$ cat config.mk
export PLATFORM = sky130hd
export DESIGN_NAME = vnorm_cell
export DESIGN_NICKNAME = d
export VERILOG_FILES = /design/src/rtl/vnorm_pkg.sv /design/src/rtl/vnorm_cell.sv
export SDC_FILE = /design/constraint.sdc
export NUM_CORES = 2
export LEC_CHECK = 0
export BUFFER_PORTS_ARGS = -buffer_cell sky130_fd_sc_hd__buf_2
export CAP_MARGIN = 40
export CELL_PAD_IN_SITES_DETAIL_PLACEMENT = 1
export CELL_PAD_IN_SITES_GLOBAL_PLACEMENT = 2
export CORE_AREA = 10 10 469 471
export CTS_BUF_LIST = sky130_fd_sc_hd__clkbuf_16
export DETAILED_ROUTE_END_ITERATION = 10
export DIE_AREA = 0 0 479 481
export GPL_ROUTABILITY_DRIVEN = 0
export PLACE_DENSITY = 0.78
export RECOVER_POWER = 100
export SYNTH_ARGS = -nofsm -noshare
export SYNTH_HDL_FRONTEND = slang
export SYNTH_SLANG_ARGS = --single-unit
$ cat constraint.sdc
create_clock -name clk -period 27.3 [get_ports clk]
set_input_delay 1.365 -clock clk [delete_from_list [all_inputs] [get_ports clk]]
set_output_delay 1.365 -clock clk [all_outputs]
set_load 0.01 [all_outputs]
$ cat src/rtl/vnorm_pkg.sv
// ---------------------------------------------------------------------------
// vnorm_pkg
// Shared types and constants for the 3-D vector normalizer.
// ---------------------------------------------------------------------------
package vnorm_pkg;

  localparam int unsigned NUM_AXES = 3;

  typedef struct packed {
    logic valid;
    logic zero;
  } vn_ctrl_t;

endpackage

$ cat src/rtl/vnorm_cell.sv
// ---------------------------------------------------------------------------
// vnorm_cell
// One bit decision of the rounded ratio search for three axes.
// Tests candidate q = acc | bit: (2q-1)^2 * S <= 4 c^2 2^(2F).
// Carries q^2 * S and q * S along the chain, so the test is shifts and adds.
// ---------------------------------------------------------------------------
module vnorm_cell #(
  parameter int QW   = 15,
  parameter int SW   = 34,
  parameter int RW   = 62,
  parameter int BIT  = 0
) (
  input  logic                       clk,
  input  logic                       rst_n,
  input  logic                       stall,
  input  logic [SW-1:0]              s_in,
  input  logic [3*RW-1:0]            r_in,
  input  logic [3*(2*QW+SW)-1:0]     a_in,
  input  logic [3*(QW+SW)-1:0]       b_in,
  input  logic [3*QW-1:0]            q_in,
  input  logic [2:0]                 neg_in,
  input  vnorm_pkg::vn_ctrl_t        ctrl_in,
  output logic [SW-1:0]              s_out,
  output logic [3*RW-1:0]            r_out,
  output logic [3*(2*QW+SW)-1:0]     a_out,
  output logic [3*(QW+SW)-1:0]       b_out,
  output logic [3*QW-1:0]            q_out,
  output logic [2:0]                 neg_out,
  output vnorm_pkg::vn_ctrl_t        ctrl_out
);

  localparam int AW = 2 * QW + SW;
  localparam int BW = QW + SW;
  localparam int PW = AW + 2;

  logic [3*QW-1:0]     q_nxt;
  logic [3*AW-1:0]     a_nxt;
  logic [3*BW-1:0]     b_nxt;
  logic [SW-1:0]       s_r;
  logic [3*RW-1:0]     r_r;
  logic [3*AW-1:0]     a_r;
  logic [3*BW-1:0]     b_r;
  logic [3*QW-1:0]     q_r;
  logic [2:0]          neg_r;
  vnorm_pkg::vn_ctrl_t ctrl_r;

  always_comb begin
    logic [AW-1:0] ca;
    logic [BW-1:0] cb;
    logic [PW-1:0] lhs;
    q_nxt = q_in;
    a_nxt = a_in;
    b_nxt = b_in;
    for (int a = 0; a < int'(vnorm_pkg::NUM_AXES); a++) begin
      ca  = a_in[a*AW +: AW] + (AW'(b_in[a*BW +: BW]) << (BIT + 1)) +
            (AW'(s_in) << (2 * BIT));
      cb  = b_in[a*BW +: BW] + (BW'(s_in) << BIT);
      lhs = (PW'(ca) << 2) - (PW'(cb) << 2) + PW'(s_in);
      if (lhs <= PW'(r_in[a*RW +: RW])) begin
        q_nxt[a*QW +: QW] = q_in[a*QW +: QW] | (QW'(1) << BIT);
        a_nxt[a*AW +: AW] = ca;
        b_nxt[a*BW +: BW] = cb;
      end
    end
  end

  always_ff @(posedge clk) begin
    if (!rst_n) begin
      ctrl_r.valid <= 1'b0;
    end else if (!stall) begin
      ctrl_r.valid <= ctrl_in.valid;
    end
    if (!stall) begin
      s_r         <= s_in;
      r_r         <= r_in;
      a_r         <= a_nxt;
      b_r         <= b_nxt;
      q_r         <= q_nxt;
      neg_r       <= neg_in;
      ctrl_r.zero <= ctrl_in.zero;
    end
  end

  assign s_out    = s_r;
  assign r_out    = r_r;
  assign a_out    = a_r;
  assign b_out    = b_r;
  assign q_out    = q_r;
  assign neg_out  = neg_r;
  assign ctrl_out = ctrl_r;

endmodule

==> impl_results.html <==
<table>
<tr><th>Metric</th><th>Value</th></tr>
<tr><th colspan="2">Global route</th></tr>
<tr><td>Total gr overflow</td><td>0</td></tr>
<tr><td>Global-route wire length before repair</td><td>416900 um</td></tr>
<tr><td>Maximum number of pins on one net before global-route repair</td><td>135</td></tr>
<tr><td>Number of global-route vias before repair</td><td>57647</td></tr>
<tr><td>All-Layer GR Usage</td><td>0.2466</td></tr>
<tr><td>Antenna violations before repair</td><td>156</td></tr>
<tr><th colspan="2">Clocking</th></tr>
<tr><td>Count of clock tree sinks</td><td>609</td></tr>
<tr><td>Post-CTS Resized</td><td>0</td></tr>
<tr><td>Hold buffer count at CTS</td><td>0</td></tr>
<tr><td>Clock buffers created by TritonCTS</td><td>83</td></tr>
<tr><td>Number of levels in the clock H-tree</td><td>3</td></tr>
<tr><td>Clock latency at the later pin of the worst-skew pair</td><td>710 ps</td></tr>
<tr><td>Root buf cell</td><td>sky130_fd_sc_hd__clkbuf_16</td></tr>
<tr><td>Setup fix buffers added after clock tree synthesis</td><td>0</td></tr>
<tr><td>Clock edge transition at the registers on the reported setup and hold paths</td><td>60 ps</td></tr>
<tr><td>Maximum count of clock buffers along a single path</td><td>3</td></tr>
<tr><td>Clock tree from TritonCTS</td><td>yes</td></tr>
<tr><th colspan="2">Setup path</th></tr>
<tr><td>Worst path slowest cell</td><td>sky130_fd_sc_hd__clkbuf_1</td></tr>
<tr><td>Arrival time of the worst setup path</td><td>17780 ps</td></tr>
<tr><td>Critical Path End Type</td><td>flop</td></tr>
<tr><td>Reg-to-Reg End</td><td>ctrl_out[1]</td></tr>
<tr><td>FF-to-FF Start</td><td>ctrl_out[1]</td></tr>
<tr><td>Delay of the slowest critical-path stage</td><td>2000 ps</td></tr>
<tr><td>End point of the critical path</td><td>b_out[121]</td></tr>
<tr><td>Logic depth of the worst register-to-register path</td><td>2</td></tr>
<tr><td>FF-to-FF setup slack</td><td>26690 ps</td></tr>
<tr><td>Required time of the critical path</td><td>27740 ps</td></tr>
<tr><td>Critical path startpoint</td><td>s_in[1]</td></tr>
<tr><td>Critical path fanouts, max</td><td>44</td></tr>
<tr><td>Type of origin of the critical path</td><td>input port</td></tr>
<tr><td>Critical Setup Path Class</td><td>in2reg</td></tr>
<tr><th colspan="2">Outcome</th></tr>
<tr><td>Result of the run</td><td>finished with violations</td></tr>
<tr><td>Violated checks</td><td>capacitance limit, slew limit</td></tr>
<tr><th colspan="2">Placement</th></tr>
<tr><td>Half-perimeter wire length after detailed placement</td><td>257200 um</td></tr>
<tr><td>Placed cell count</td><td>10002</td></tr>
<tr><td>Number of input and output port buffers inserted</td><td>1220</td></tr>
<tr><td>Worst-case setup slack after placement</td><td>13820 ps</td></tr>
<tr><th colspan="2">Timing</th></tr>
<tr><td>Setup repair after global routing missed its margin</td><td>false</td></tr>
<tr><td>Shortest period the worst path allows</td><td>17340 ps</td></tr>
<tr><td>Final period util</td><td>0.6352</td></tr>
<tr><td>Fmax achieved</td><td>57.67 MHz</td></tr>
<tr><td>Setup-failing EPs final</td><td>0</td></tr>
<tr><td>Transition time of the tightest slew-check pin</td><td>7142 ps</td></tr>
<tr><td>Setup slack of the critical path after layout</td><td>9959 ps</td></tr>
<tr><td>Total count of hold-check failures in the final report</td><td>0</td></tr>
<tr><td>Post-route clock skew</td><td>0 ps</td></tr>
<tr><td>Total Negative Setup Slacks</td><td>0 ps</td></tr>
<tr><td>Final slew viol count</td><td>1156</td></tr>
<tr><td>Tightest slew margin relative to the limit</td><td>-3.761</td></tr>
<tr><th colspan="2">Yosys</th></tr>
<tr><td>Area share of xor/xnor cells in the synthesized design</td><td>0.08467</td></tr>
<tr><td>Fraction of the mapped netlist area in simple logic gates</td><td>0.1172</td></tr>
<tr><td>Count of cell types in the netlist</td><td>101</td></tr>
<tr><td>Mean Syn Cell Area</td><td>9.716 um2</td></tr>
<tr><td>Combinational family with the most area after synthesis</td><td>adder cells</td></tr>
<tr><td>Count of state elements after synthesis</td><td>609</td></tr>
<tr><td>Async set-or-reset flop fraction in the synthesized netlist</td><td>0</td></tr>
<tr><td>Sequential cell area fraction in the yosys report</td><td>0.3092</td></tr>
<tr><td>Synthesized-area fraction occupied by adder cells</td><td>0.2230</td></tr>
<tr><td>Synth Area in Compound Gates</td><td>0.1860</td></tr>
<tr><td>Synthesized cell area</td><td>0.05911 mm2</td></tr>
<tr><td>Multiplexer area fraction after synthesis</td><td>0.03639</td></tr>
<tr><td>Warnings from Yosys</td><td>0</td></tr>
<tr><td>Syn_nets</td><td>7629</td></tr>
<tr><td>Post-synth EDFFs</td><td>608</td></tr>
<tr><td>Post-synthesis cell count</td><td>6084</td></tr>
<tr><td>Primary FF master, synth</td><td>sky130_fd_sc_hd__edfxtp_1</td></tr>
<tr><th colspan="2">Routing</th></tr>
<tr><td>Per-cell via count in the routed design</td><td>5.290</td></tr>
<tr><td>Final ANT Viol Nets</td><td>0</td></tr>
<tr><td>Drt wl/cell</td><td>29.17 um</td></tr>
<tr><td>Pre-antenna DRT Iters</td><td>5</td></tr>
<tr><td>Initial DRC Count</td><td>3302</td></tr>
<tr><td>DRC</td><td>0</td></tr>
<tr><td>Routed WL</td><td>298200 um</td></tr>
<tr><td>Routed via count</td><td>54081</td></tr>
<tr><th colspan="2">Die</th></tr>
<tr><td>CORE AREA</td><td>0.2108 mm2</td></tr>
<tr><td>Number of core rows</td><td>169</td></tr>
<tr><td>Full die area</td><td>0.2304 mm2</td></tr>
<tr><td>Number of I/O pins</td><td>1221</td></tr>
<tr><td>Width of the die</td><td>479 um</td></tr>
<tr><td>Starting Density</td><td>0.2804</td></tr>
<tr><td>Vertical die dimension</td><td>481 um</td></tr>
<tr><th colspan="2">Power</th></tr>
<tr><td>Total power per unit cell area</td><td>100.5 mW/mm2</td></tr>
<tr><td>IR drop worst, VDD</td><td>0.05010 mV</td></tr>
<tr><td>Leakage power of the design</td><td>29.91 nW</td></tr>
<tr><th colspan="2">Final layout</th></tr>
<tr><td>Most common cell after layout, fill and taps aside</td><td>sky130_fd_sc_hd__clkbuf_1</td></tr>
<tr><td>Layout cell share with drive strength beyond 1</td><td>0.09295</td></tr>
<tr><td>Non-filler instance count after layout</td><td>10224</td></tr>
<tr><td>Filler Cell Count</td><td>25030</td></tr>
<tr><td>Count of nets after finishing</td><td>8811</td></tr>
<tr><td>Area overhead of the layout relative to synthesis</td><td>18.17%</td></tr>
<tr><td>Highest-count cells in the layout ignoring fill and taps</td><td>831 x sky130_fd_sc_hd__clkbuf_1, 732 x sky130_fd_sc_hd__ha_1, 608 x sky130_fd_sc_hd__edfxtp_1, 520 x sky130_fd_sc_hd__a21oi_1, 489 x sky130_fd_sc_hd__inv_1</td></tr>
<tr><th colspan="2">Flow run</th></tr>
<tr><td>MaxCap Viol Count</td><td>25</td></tr>
<tr><th colspan="2">Min path</th></tr>
<tr><td>Hold depth</td><td>2</td></tr>
<tr><td>Tightest Hold Check Type</td><td>reg2reg</td></tr>
</table>
## metrics by stage
step	util	instance area, um2	total power, mW	hold WS, ps
floorplan	-	59110	4.428	545.3
finish	0.3313	69850	7.021	540.5
global route	0.3311	69810	7.634	609.6
global placement	0.3242	68340	5.779	491.6
CTS	0.3383	71310	7.116	539.9
detailed placement	0.3250	68510	5.908	527.6
## worst max-delay path, delay by kind of cell
kind	cells	cell delay, ps
buffers and inverters	4	3690
multiplexers	1	470
AND/OR/NAND/NOR	11	4590
AO/OA/AOI/OAI	16	4780
XOR/XNOR	2	550
adder cells (fa/ha/maj)	6	2130
## how the worst min path moves through the flow
stage,to,from
finish,ctrl_out[1],ctrl_out[1]
global placement,ctrl_out[1],ctrl_out[1]
global route,ctrl_out[1],ctrl_out[1]
floorplan,ctrl_out[1],ctrl_out[1]
detailed placement,ctrl_out[1],ctrl_out[1]
CTS,ctrl_out[1],ctrl_out[1]
## synth_stat cells, types with 12 or more instances
| library cell | n | area, um2 |
|---|---|---|
| sky130_fd_sc_hd__a211oi_1 | 52 | 390.4 |
| sky130_fd_sc_hd__a21boi_0 | 21 | 157.7 |
| sky130_fd_sc_hd__a21o_1 | 300 | 2252 |
| sky130_fd_sc_hd__a21oi_1 | 520 | 2603 |
| sky130_fd_sc_hd__a221oi_1 | 19 | 166.4 |
| sky130_fd_sc_hd__a31oi_1 | 54 | 337.8 |
| sky130_fd_sc_hd__and2_1 | 31 | 193.9 |
| sky130_fd_sc_hd__and3_1 | 67 | 419.2 |
| sky130_fd_sc_hd__and4_1 | 16 | 140.1 |
| sky130_fd_sc_hd__buf_2 | 21 | 105.1 |
| sky130_fd_sc_hd__clkbuf_1 | 135 | 506.7 |
| sky130_fd_sc_hd__edfxtp_1 | 608 | 18260 |
| sky130_fd_sc_hd__fa_1 | 201 | 4024 |
| sky130_fd_sc_hd__ha_1 | 732 | 9159 |
| sky130_fd_sc_hd__inv_1 | 478 | 1794 |
| sky130_fd_sc_hd__mux2_2 | 67 | 754.5 |
| sky130_fd_sc_hd__mux2_4 | 89 | 1336 |
| sky130_fd_sc_hd__nand2_1 | 426 | 1599 |
| sky130_fd_sc_hd__nand2b_1 | 60 | 375.4 |
| sky130_fd_sc_hd__nand3_1 | 130 | 650.6 |
| sky130_fd_sc_hd__nand4_1 | 122 | 763.2 |
| sky130_fd_sc_hd__nor2_1 | 318 | 1194 |
| sky130_fd_sc_hd__nor2b_1 | 52 | 325.3 |
| sky130_fd_sc_hd__nor3_1 | 75 | 375.4 |
| sky130_fd_sc_hd__nor3b_1 | 12 | 90.09 |
| sky130_fd_sc_hd__nor4_1 | 29 | 181.4 |
| sky130_fd_sc_hd__o211ai_1 | 53 | 397.9 |
| sky130_fd_sc_hd__o21a_1 | 47 | 352.8 |
| sky130_fd_sc_hd__o21ai_0 | 392 | 1962 |
| sky130_fd_sc_hd__o21bai_1 | 79 | 593.1 |
| sky130_fd_sc_hd__o31a_1 | 13 | 113.9 |
| sky130_fd_sc_hd__o31ai_1 | 56 | 420.4 |
| sky130_fd_sc_hd__or2_2 | 13 | 81.33 |
| sky130_fd_sc_hd__or3_1 | 26 | 162.7 |
| sky130_fd_sc_hd__xnor2_1 | 303 | 2654 |
| sky130_fd_sc_hd__xor2_1 | 264 | 2312 |
## flip-flops by register name, summed over array words and instances, names as in the netlist
signal    cells
a_out       192
r_out       186
b_out       147
q_out        45
s_out        34
neg_out       3
ctrl_out      2
## where the power goes
part	leakage, nW	internal [mW]	total [mW]	switching [mW]
logic	22.6	1.79	4.67	2.88
clock network	1.40	0.654	1.16	0.505
registers	5.96	1.14	1.19	0.0466
## final cells by class
class                      instances  area [um2]  area share
tap                             2821        3530     0.05053
clock inverter                    72       696.9    0.009978
timing repair buffer            1273        5398     0.07728
multi-input combinational       4821       37880      0.5424
clock buffer                      84        2102     0.03009
antenna                           66       165.2    0.002365
inverter                         478        1795     0.02571
sequential                       609       18280      0.2617
## cells by family (layout without fill, tap and decap cells)
kind of cell / count (synthesis) / after routing
compound gates: 1738 / 1738
other cells: 0 / 66
simple gates: 1419 / 1419
fa+ha+maj: 933 / 933
buf+inv: 654 / 1907
xor+xnor: 569 / 569
mux: 162 / 162
flops: 609 / 609
## per-layer routing
layer / up-vias / GRT usage / share of wire / wire length (um)
met3: 609 / 0.06154 / 0.071 / 21230
met1: 26758 / 0.2739 / 0.38 / 112300
met4: 70 / 0.1300 / 0.058 / 17230
met5: - / 0 / 0.0014 / 420
met2: 1913 / 0.4337 / 0.49 / 147000
li1: 24731 / - / - / -
No activity file was read; power rests on OpenSTA's default activity.
